<file path="src/design/jkh_pkg.sv">
// shared types, constants and the mix round step for the lookup2 byte-key hasher
package jkh_pkg;

  localparam logic [31:0] GOLDEN_RATIO = 32'h9e3779b9;
  localparam int unsigned GROUP_BYTES  = 12;
  localparam int unsigned MIX_STEPS    = 9;

  localparam logic [1:0] TGT_A = 2'd0;
  localparam logic [1:0] TGT_B = 2'd1;
  localparam logic [1:0] TGT_C = 2'd2;

  localparam logic [4:0] MIX_SHIFT [MIX_STEPS] = '{
    5'd13, 5'd8, 5'd13, 5'd12, 5'd16, 5'd5, 5'd3, 5'd10, 5'd15
  };

  localparam logic [1:0] MIX_TARGET [MIX_STEPS] = '{
    TGT_A, TGT_B, TGT_C, TGT_A, TGT_B, TGT_C, TGT_A, TGT_B, TGT_C
  };

  typedef struct packed {
    logic [31:0] a;
    logic [31:0] b;
    logic [31:0] c;
  } abc_t;

  typedef struct packed {
    logic final_job;
    abc_t w;
  } job_t;

  typedef struct packed {
    logic in_key;
    logic busy;
    logic pend;
  } col_status_t;

  function automatic abc_t mix_step(abc_t x, logic [3:0] k);
    abc_t       r;
    logic [4:0] sh;
    r  = x;
    sh = MIX_SHIFT[k];
    case (MIX_TARGET[k])
      TGT_A: begin
        r.a = (x.a - x.b - x.c) ^ (x.c >> sh);
      end
      TGT_B: begin
        r.b = (x.b - x.c - x.a) ^ (x.a << sh);
      end
      TGT_C: begin
        r.c = (x.c - x.a - x.b) ^ (x.b >> sh);
      end
      default: begin
        r = x;
      end
    endcase
    return r;
  endfunction

endpackage

</file>
<file path="src/design/byte_key_jenkins_hash.sv">
// top level: streaming lookup2 byte-key hasher with output register
// throughput: one transaction per cycle while in_stall_o is low; the input stalls after a key's
//   closing item while the key's last group mix is still in the 9-stage mix pipeline, while a
//   group is one byte short of full with a group mix in flight, and while a hash waits at a stalled output
// reset: asynchronous active low; clears seed, key state, pipeline and output valid
module byte_key_jenkins_hash import jkh_pkg::*; (
  input  logic        clk_i,
  input  logic        rst_ni,
  input  logic        cfg_we_i,
  input  logic [31:0] cfg_wdata_i,
  input  logic        in_valid_i,
  output logic        in_stall_o,
  input  logic [7:0]  data_byte_i,
  input  logic        has_byte_i,
  input  logic        last_i,
  output logic        out_valid_o,
  input  logic        out_stall_i,
  output logic [31:0] hash_value_o
);

  logic        adv;
  logic        wb_valid;
  logic        job_valid;
  job_t        job;
  logic        end_valid;
  job_t        end_job;
  col_status_t status;
  logic        out_valid_q;
  logic [31:0] hash_q;

  assign adv      = ~(end_valid & end_job.final_job & out_valid_q & out_stall_i);
  assign wb_valid = end_valid & ~end_job.final_job & adv;

  jkh_collect u_collect (
    .clk_i       (clk_i),
    .rst_ni      (rst_ni),
    .cfg_we_i    (cfg_we_i),
    .cfg_wdata_i (cfg_wdata_i),
    .in_valid_i  (in_valid_i),
    .data_byte_i (data_byte_i),
    .has_byte_i  (has_byte_i),
    .last_i      (last_i),
    .in_stall_o  (in_stall_o),
    .adv_i       (adv),
    .wb_valid_i  (wb_valid),
    .wb_abc_i    (end_job.w),
    .job_valid_o (job_valid),
    .job_o       (job),
    .status_o    (status)
  );

  jkh_mix_pipe u_mix_pipe (
    .clk_i       (clk_i),
    .rst_ni      (rst_ni),
    .adv_i       (adv),
    .job_valid_i (job_valid),
    .job_i       (job),
    .end_valid_o (end_valid),
    .end_job_o   (end_job)
  );

  always_ff @(posedge clk_i or negedge rst_ni) begin
    if (!rst_ni) begin
      out_valid_q <= 1'b0;
    end else if (adv && end_valid && end_job.final_job) begin
      out_valid_q <= 1'b1;
    end else if (!out_stall_i) begin
      out_valid_q <= 1'b0;
    end
  end

  always_ff @(posedge clk_i) begin
    if (adv && end_valid && end_job.final_job) begin
      hash_q <= end_job.w.c;
    end
  end

  assign out_valid_o  = out_valid_q;
  assign hash_value_o = hash_q;

  // group writeback only for a key with a mix in flight
  a_wb_busy: assert property (@(posedge clk_i) disable iff (!rst_ni)
    wb_valid |-> status.busy)
    else $error("group writeback without a mix in flight");

  // a waiting key end belongs to an open key
  a_pend_key: assert property (@(posedge clk_i) disable iff (!rst_ni)
    status.pend |-> status.in_key)
    else $error("pending key end outside a key");

  // a frozen pipeline takes no input transaction
  a_freeze_stall: assert property (@(posedge clk_i) disable iff (!rst_ni)
    !adv |-> in_stall_o)
    else $error("input taken while pipeline is frozen");

  // a group job is never issued on top of an in-flight group mix
  a_no_double_group: assert property (@(posedge clk_i) disable iff (!rst_ni)
    (job_valid && !job.final_job) |-> !status.busy)
    else $error("group job issued while a group mix is in flight");

endmodule

</file>
<file path="src/design/jkh_mix_pipe.sv">
// nine-stage pipelined mix, one round step per stage
module jkh_mix_pipe import jkh_pkg::*; (
  input  logic clk_i,
  input  logic rst_ni,
  input  logic adv_i,
  input  logic job_valid_i,
  input  job_t job_i,
  output logic end_valid_o,
  output job_t end_job_o
);

  logic stg_valid_q [MIX_STEPS+1];
  job_t stg_q       [MIX_STEPS+1];

  always_ff @(posedge clk_i or negedge rst_ni) begin
    if (!rst_ni) begin
      for (int i = 0; i <= MIX_STEPS; i++) begin
        stg_valid_q[i] <= 1'b0;
      end
    end else if (adv_i) begin
      stg_valid_q[0] <= job_valid_i;
      for (int i = 0; i < MIX_STEPS; i++) begin
        stg_valid_q[i+1] <= stg_valid_q[i];
      end
    end
  end

  always_ff @(posedge clk_i) begin
    if (adv_i) begin
      stg_q[0] <= job_i;
      for (int i = 0; i < MIX_STEPS; i++) begin
        stg_q[i+1].final_job <= stg_q[i].final_job;
        stg_q[i+1].w         <= mix_step(stg_q[i].w, 4'(i));
      end
    end
  end

  assign end_valid_o = stg_valid_q[MIX_STEPS];
  assign end_job_o   = stg_q[MIX_STEPS];

endmodule

</file>
<file path="src/design/jkh_collect.sv">
// byte collector, key state and mix job issue
module jkh_collect import jkh_pkg::*; (
  input  logic        clk_i,
  input  logic        rst_ni,
  input  logic        cfg_we_i,
  input  logic [31:0] cfg_wdata_i,
  input  logic        in_valid_i,
  input  logic [7:0]  data_byte_i,
  input  logic        has_byte_i,
  input  logic        last_i,
  output logic        in_stall_o,
  input  logic        adv_i,
  input  logic        wb_valid_i,
  input  abc_t        wb_abc_i,
  output logic        job_valid_o,
  output job_t        job_o,
  output col_status_t status_o
);

  logic [31:0] seed_q;
  logic        in_key_q;
  logic        busy_q;
  logic        pend_q;
  logic [3:0]  fill_q;
  logic [31:0] len_q;
  logic [7:0]  bytes_q [GROUP_BYTES];
  abc_t        st_q;

  logic        acc, eh, el, act;
  logic        fire_pend, final_now, fire_final, group;
  logic [3:0]  cnt;
  logic [31:0] len_new;
  logic [7:0]  cur [GROUP_BYTES];
  logic [7:0]  tb  [GROUP_BYTES];
  abc_t        seeds, base;
  logic [31:0] gw0, gw1, gw2, tw0, tw1, tw2;

  assign in_stall_o = pend_q | ~adv_i | (busy_q & (fill_q == 4'(GROUP_BYTES - 1)));
  assign acc        = in_valid_i & ~in_stall_o;
  assign eh         = acc & has_byte_i;
  assign el         = acc & last_i;
  assign act        = acc & (has_byte_i | last_i);
  assign fire_pend  = pend_q & ~busy_q & adv_i;

  assign cnt     = fill_q + {3'b000, eh};
  assign len_new = len_q + {31'b0, eh};
  assign group   = eh & (cnt == 4'(GROUP_BYTES));

  always_comb begin
    for (int i = 0; i < GROUP_BYTES; i++) begin
      cur[i] = (eh && (fill_q == 4'(i))) ? data_byte_i : bytes_q[i];
      tb[i]  = (4'(i) < cnt) ? cur[i] : 8'h00;
    end
  end

  assign gw0 = {cur[3], cur[2], cur[1], cur[0]};
  assign gw1 = {cur[7], cur[6], cur[5], cur[4]};
  assign gw2 = {cur[11], cur[10], cur[9], cur[8]};
  // tail bytes of the third word sit one byte up
  assign tw0 = {tb[3], tb[2], tb[1], tb[0]};
  assign tw1 = {tb[7], tb[6], tb[5], tb[4]};
  assign tw2 = {tb[10], tb[9], tb[8], 8'h00};

  assign seeds = '{a: GOLDEN_RATIO, b: GOLDEN_RATIO, c: seed_q};
  assign base  = in_key_q ? st_q : seeds;

  assign final_now  = el & ~busy_q & ~group;
  assign fire_final = final_now | fire_pend;

  assign job_valid_o = group | fire_final;

  always_comb begin
    job_o.final_job = ~group;
    if (group) begin
      job_o.w.a = base.a + gw0;
      job_o.w.b = base.b + gw1;
      job_o.w.c = base.c + gw2;
    end else begin
      job_o.w.a = base.a + tw0;
      job_o.w.b = base.b + tw1;
      job_o.w.c = base.c + tw2 + len_new;
    end
  end

  always_ff @(posedge clk_i or negedge rst_ni) begin
    if (!rst_ni) begin
      seed_q   <= '0;
      in_key_q <= 1'b0;
      busy_q   <= 1'b0;
      pend_q   <= 1'b0;
      fill_q   <= '0;
      len_q    <= '0;
      st_q     <= '{a: GOLDEN_RATIO, b: GOLDEN_RATIO, c: 32'h0};
    end else begin
      if (cfg_we_i) begin
        seed_q <= cfg_wdata_i;
      end
      if (fire_final) begin
        in_key_q <= 1'b0;
      end else if (act) begin
        in_key_q <= 1'b1;
      end
      if (fire_pend) begin
        pend_q <= 1'b0;
      end else if (el && (busy_q || group)) begin
        pend_q <= 1'b1;
      end
      if (group) begin
        busy_q <= 1'b1;
      end else if (wb_valid_i) begin
        busy_q <= 1'b0;
      end
      if (fire_final) begin
        fill_q <= '0;
        len_q  <= '0;
      end else if (eh) begin
        fill_q <= group ? 4'd0 : cnt;
        len_q  <= len_new;
      end
      if (wb_valid_i) begin
        st_q <= wb_abc_i;
      end else if (act && !in_key_q) begin
        st_q <= seeds;
      end
    end
  end

  always_ff @(posedge clk_i) begin
    if (eh) begin
      bytes_q[fill_q] <= data_byte_i;
    end
  end

  assign status_o = '{in_key: in_key_q, busy: busy_q, pend: pend_q};

endmodule

</file>
<file path="config.mk">
export PLATFORM = sky130hd
export DESIGN_NAME = byte_key_jenkins_hash
export DESIGN_NICKNAME = d
export VERILOG_FILES = /design/src/design/jkh_pkg.sv /design/src/design/byte_key_jenkins_hash.sv /design/src/design/jkh_mix_pipe.sv /design/src/design/jkh_collect.sv
export SDC_FILE = /design/constraint.sdc
export NUM_CORES = 2
export LEC_CHECK = 0
export BUFFER_PORTS_ARGS = -buffer_cell sky130_fd_sc_hd__buf_4
export CORE_MARGIN = 5
export CORE_UTILIZATION = 45
export DETAILED_ROUTE_END_ITERATION = 10
export GPL_ROUTABILITY_DRIVEN = 0
export RECOVER_POWER = 25
export SETUP_SLACK_MARGIN = 0.05
export SLEW_MARGIN = 20
export SYNTH_ARGS = -nofsm -noshare
export SYNTH_HDL_FRONTEND = slang
export SYNTH_SLANG_ARGS = --single-unit
export TNS_END_PERCENT = 10
</file>
<file path="constraint.sdc">
create_clock -name clk_i -period 44.7 [get_ports clk_i]
set_input_delay 6.705 -clock clk_i [delete_from_list [all_inputs] [get_ports clk_i]]
set_output_delay 6.705 -clock clk_i [all_outputs]
set_load 0.1 [all_outputs]
</file>
# [Word-level counts from Yosys, hierarchy flattened]
# Memory sizes are Yosys's and may differ from the RTL's.
# Cells that the tools add are included.
# Widths: inputs -> output; s select.
[word_totals] regBits=210 ram_bits=1066 inputBits=47 out_inout_bits=34 elab_cells=193 memories=2
[memory_table] name="u_mix_pipe.stg_q" words=10 width=97 read_ports=10 rd_clocked_by_memory_dff=0 write_ports=10 line="jkh_mix_pipe.sv:13" text="job_t stg_q [MIX_STEPS+1];"
[memory_table] name="u_collect.bytes_q" words=12 width=8 read_ports=12 rd_clocked_by_memory_dff=0 write_ports=1 line="jkh_collect.sv:26" text="logic [7:0] bytes_q [GROUP_BYTES];"
[op_classes] add_sub_neg=27 n_lt_le_gt_ge=11 eq_ne=13 mux=61 bitwise_logic=34 n_reduce_logical=24
[ops] operator="$mux 64" n=9
[ops] operator="$sub 32x32->32" n=18
[ops] operator="$mux 96" n=4
[ops] operator="$mux 32" n=11
[ops] operator="$add 32x32->32" n=7
[ops] operator="$mux 8" n=23
[ops] operator="$xor 32x32->32" n=3
[ops] operator="$xor 32x19->32" n=2
[ops] operator="$add 32x1->32" n=1
[ops] operator="$xor 32x17->32" n=1
[ops] operator="$xor 32x20->32" n=1
[ops] operator="$xor 32x27->32" n=1
[ops] operator="$xor 32x29->32" n=1
[ops] operator="$eq 4x4->1 const B" n=5
[ops] operator="$eq 4x3->1 const B" n=4
[ops] operator="$logic_and 1x1->1" n=16
[ops] operator="$lt 3x4->1 const A" n=4
[ops] operator="$and 1x1->1" n=15
[ops] operator="$lt 4x4->1 const A" n=3
[ops] operator="$mux 4" n=3
[ops] operator="$mux 1" n=11
[ops] operator="$reduce_bool 2->1" n=5
[ops] operator="$eq 4x2->1 const B" n=2
[ops] operator="$lt 1x4->1 const A" n=2
[ops] operator="other kinds (9)" n=18

# [Depth between registers and ports, before layout]
# An unclocked memory read counts as a cell.
[logic_depth] ltp_word=16 ltp_mapped=32

# [Modules after synthesis]
# From an unflattened synthesis, not the netlist that was laid out.
[hier_totals] cells_unflattened=6138 area_unflattened_um2=73316.6
[by_module_without_submodules] mod="jkh_mix_pipe" n_inst=1 cells_each=3909 area_per_inst_um2=52740.6 seq_area_each_um2=29378.2
[by_module_without_submodules] mod="jkh_collect" n_inst=1 cells_each=2190 area_per_inst_um2=19558.8 seq_area_each_um2=7111.8
[by_module_without_submodules] mod="byte_key_jenkins_hash" n_inst=1 cells_each=39 area_per_inst_um2=1017.2 seq_area_each_um2=985.9

# [Least setup slack after synthesis]
# No wires, ideal clock.
[synth_path] path_type="in2reg" start="in out_stall_i" end="mem u_mix_pipe.stg_q[0][0] (netlist name), enable pin" setup_ps=1721 t_arrival_ps=33270 required_ps=42979 slack_ps=9709 path_stages=4 n_path_buf=1 path_cell_list="nand2_1 -> nor2_1 -> inv_1 -> clkbuf_1"
[synth_lines] element="from (decl)" line="byte_key_jenkins_hash.sv:17" text="input logic out_stall_i,"
[synth_lines] element="to (decl)" line="jkh_mix_pipe.sv:13"

# [Final worst setup path]
[layout_path] start="in out_stall_i" end="out in_stall_o"
[layout_via] elab_chain_cells=3
[layout_rtl] element="$and 1x1->1" line="byte_key_jenkins_hash.sv:31" text="assign adv = ~(end_valid & end_job.final_job & out_valid_q & out_stall_i);"
[layout_rtl] element="$or 1x1->1 (2 in a row)" line="jkh_collect.sv:38" text="assign in_stall_o = pend_q | ~adv_i | (busy_q & (fill_q == 4'(GROUP_BYTES - 1)));"
[layout_rtl] element="to (decl)" line="byte_key_jenkins_hash.sv:12" text="output logic in_stall_o,"
# Every way passes these cells.

==> results.py <==
metrics = {
    "logic_synthesis": {
        "synthArstFlopShare_pct": 13.9,
        "syn_area_mm2": 0.0716,
        "ys_warn_count": 0,
        "synthesis.nets": 6675,
        "syn_inst": 5896,
        "syn_area_per_cell_um2": 12.2,
        "synthDistinctLibCells": 86,
        "synth-seq-area-share_pct": 52.3,
        "ys_ff_latch": 1276,
        "ys.flop_type": "edfxtp_1",
        "synth_enable_flop_cells": 1098,
    },
    "critical_path": {
        "arrival_ps": 7740,
        "cp-start-kind": "input port",
        "cp_slowest_stage_delay_ps": 260,
        "crit_chain": "buf_4 -> nand2_1 -> nor2_1 -> buf_4 -> a41oi_1 -> nand2b_1 -> buf_4",
        "worstPathMaxFanout": 12,
        "required_ps": 37990,
        "crit_type": "in2out",
        "r2r_end": "u_mix_pipe.stg_q[0][29]$_DFFE_PN_",
        "ff2ff_path_depth": 29,
        "cp-end-kind": "primary output",
        "worstReg2RegStart": "u_mix_pipe.stg_q[9][96]$_DFFE_PN_",
        "crit_path_top_delay_cell": "a41oi_1",
        "cp_common_cell": "buf_4",
        "r2r_setup_slack_ps": 37210,
    },
    "drt": {
        "vias_per_cell": 5.50,
        "drc": 0,
        "num_vias": 45400,
        "wl_mm": 194,
        "drt_iter0_markers": 4526,
        "dr.pass1.iters": 8,
        "ant_nets": 0,
        "routedWlPerCell_um": 23.5,
    },
    "timing": {
        "fin_crit_sh_pct": 32.3,
        "fin_ws_ps": 30260,
        "setup_viol": 0,
        "slew_headroom_pct": 17.8,
        "finalHoldViolCount": 0,
        "worst_pin_slew_ps": 1200,
        "setup-tns-final_ps": 0,
        "fmax_mhz": 69.2,
        "slew_violations": 0,
        "rsz0062_at_grt": "no",
        "min_period_ps": 14440,
        "clock_skew_ps": 52.0,
    },
    "global_route": {
        "grt_first_pass_wirelength_mm": 285,
        "overflow": 0,
        "antenna_found_initial": 9,
        "grt_pass1_vias": 44400,
        "grt_use_total_pct": 23.0,
        "grt_start_max_net_pins": 169,
    },
    "place": {
        "port_buffers": 80,
        "dp_hpwl_mm": 149,
        "dpl_worst_slack_ps": 30270,
        "placedCellCount": 7992,
    },
    "cts": {
        "cts.sinks": 1276,
        "post_cts_buffers": 0,
        "path_clk_slew_ps": 60,
        "cts_resized": 0,
        "worstSkewPairLatency_ps": 800,
        "cts_tree": "built",
        "cts_buffer_depth": 3,
        "cts_made_buffers": 142,
        "cts.htree.levels": 4,
        "root_buffer": "clkbuf_16",
        "hold_buffers": 0,
    },
    "final_layout": {
        "fin_util_pct": 50.2,
        "nNetsFinal": 6843,
        "multi_input_area_mm2": 0.0312,
        "ff_latch_area_mm2": 0.0375,
        "fin_cells": 8254,
        "syn_to_final_growth_pct": 11.0,
        "drive_gt1_share_pct": 7.77,
        "fillers": 13800,
    },
    "die": {
        "die_x_um": 409,
        "die_y_um": 409,
        "pin_count": 81,
        "num_rows": 146,
        "coreArea_mm2": 0.158,
        "die_area_mm2": 0.167,
        "initial_core_util_pct": 45.2,
    },
    "hold_path": {
        "min_from": "u_mix_pipe.stg_q[6][96]$_DFFE_PN_",
        "worstHoldPathCells": 0,
        "worstHoldPathType": "reg2reg",
        "hold_end": "u_mix_pipe.stg_q[7][96]$_DFFE_PN_",
    },
    "run": {
        "maxCapViolations": 0,
    },
    "outcome": {
        "outcome": "finished, final reports clean",
    },
}
cells in the final DEF, fill, tap and decap left out, types with 24 or more instances in the layout:
| cell | netlist | final |
|---|---|---|
| edfxtp_1 | 1098 | 1098 |
| inv_1 | 703 | 702 |
| nand2_1 | 484 | 484 |
| xnor2_1 | 468 | 468 |
| ha_1 | 432 | 432 |
| a21oi_1 | 369 | 368 |
| fa_1 | 300 | 300 |
| nor2_1 | 242 | 240 |
| a21o_1 | 223 | 223 |
| o21ai_0 | 184 | 184 |
| xor2_1 | 183 | 183 |
| clkbuf_16 | 0 | 145 |
| dfrtp_1 | 138 | 137 |
| buf_4 | 0 | 106 |
| nand2b_1 | 98 | 97 |
| nand3_1 | 74 | 74 |
| a31oi_1 | 65 | 65 |
| mux2_2 | 60 | 60 |
| and2_1 | 55 | 55 |
| o21a_1 | 50 | 50 |
| o21bai_1 | 49 | 49 |
| o22a_1 | 41 | 41 |
| dfstp_2 | 40 | 40 |
| nor3_1 | 37 | 37 |
| clkinv_1 | 10 | 33 |
| nor2b_1 | 33 | 32 |
| and3_1 | 30 | 30 |
| nand4_1 | 30 | 30 |
| a211oi_1 | 26 | 26 |
| a22o_1 | 25 | 25 |
| clkinv_2 | 0 | 25 |
| mux2i_1 | 25 | 24 |
cells in the mapped netlist (68+ instances only):
cell type,instances,area (um2)
fa_1,300,6010
xnor2_1,468,4100
dfrtp_1,138,3450
nand2b_1,98,613
ha_1,432,5410
clkbuf_1,68,255
a21oi_1,369,1850
inv_1,703,2640
a21o_1,223,1670
o21ai_0,184,921
nand2_1,484,1820
xor2_1,183,1600
nor2_1,242,908
edfxtp_1,1098,33000
nand3_1,74,370
worst max path at each step:
stage                start                                to  slack [ps]
3_3_place_gp   out_stall_i                        in_stall_o       30260
3_5_place_dp   out_stall_i                        in_stall_o       30270
2_1_floorplan  out_stall_i  u_mix_pipe.stg_q[0][0]$_DFFE_PN_        9710
6_report       out_stall_i                        in_stall_o       30260
5_1_grt        out_stall_i                        in_stall_o       30160
4_1_cts        out_stall_i                        in_stall_o       30270
worst max-delay path: cells and delay by family:
family	cells	cell delay, ps
buf+inv	3	550
compound gates	1	260
simple gates	3	220
layout make-up:
cell class | count | area share, %
flip-flops and latches | 1276 | 47.1
multi-input cells | 3821 | 39.2
clock buffers | 174 | 4.80
inverters | 713 | 3.37
well taps | 2072 | 3.26
clock inverters | 86 | 1.14
repair buffers | 110 | 1.09
diodes | 2 | 0.00629
kinds of logic (layout without fill, tap and decap cells):
| kind of cell | Yosys count | after routing | synth area share, % |
|---|---|---|---|
| other | 0 | 2 | 0 |
| AOI/OAI and AO/OA | 1204 | 1204 | 10.9 |
| xor gates and xnor gates | 651 | 651 | 7.96 |
| and+or+nand+nor | 1149 | 1149 | 7.43 |
| buffers and inverters | 799 | 1083 | 4.19 |
| adders and majority gates | 732 | 732 | 15.9 |
| DFF | 1276 | 1276 | 52.3 |
| muxes | 85 | 85 | 1.29 |
registers in the layout, indices dropped and copies added (netlist names):
signal	cells
u_mix_pipe.end_valid_o	1
u_collect.seed_q	32
u_collect.bytes_q	96
u_collect.fill_q	4
u_mix_pipe.stg_valid_q	9
u_collect.pend_q	1
u_collect.busy_q	1
hash_value_o	32
u_mix_pipe.stg_q	970
u_collect.in_key_q	1
u_collect.len_q	32
u_collect.st_q	96
out_valid_o	1
per-layer routing:
layer | global-route usage (%) | vias to the layer above | routed length [um]
met2 | 36.8 | 1500 | 90100
met3 | 5.69 | 285 | 16100
met1 | 31.3 | 22700 | 81900
met4 | 6.36 | 2 | 5660
li1 | - | 21000 | -
met5 | 0 | - | 13
metrics by stage:
step           cell area [um2]  hold slack [ps]
2_1_floorplan            71600              400
3_3_place_gp             74800              401
3_5_place_dp             74800              407
4_1_cts                  79500              385
5_1_grt                  79500              402
6_report                 79600              383
Power is not shown: default switching activity piles up to over one toggle a cycle in this logic, so the estimate is an artifact.
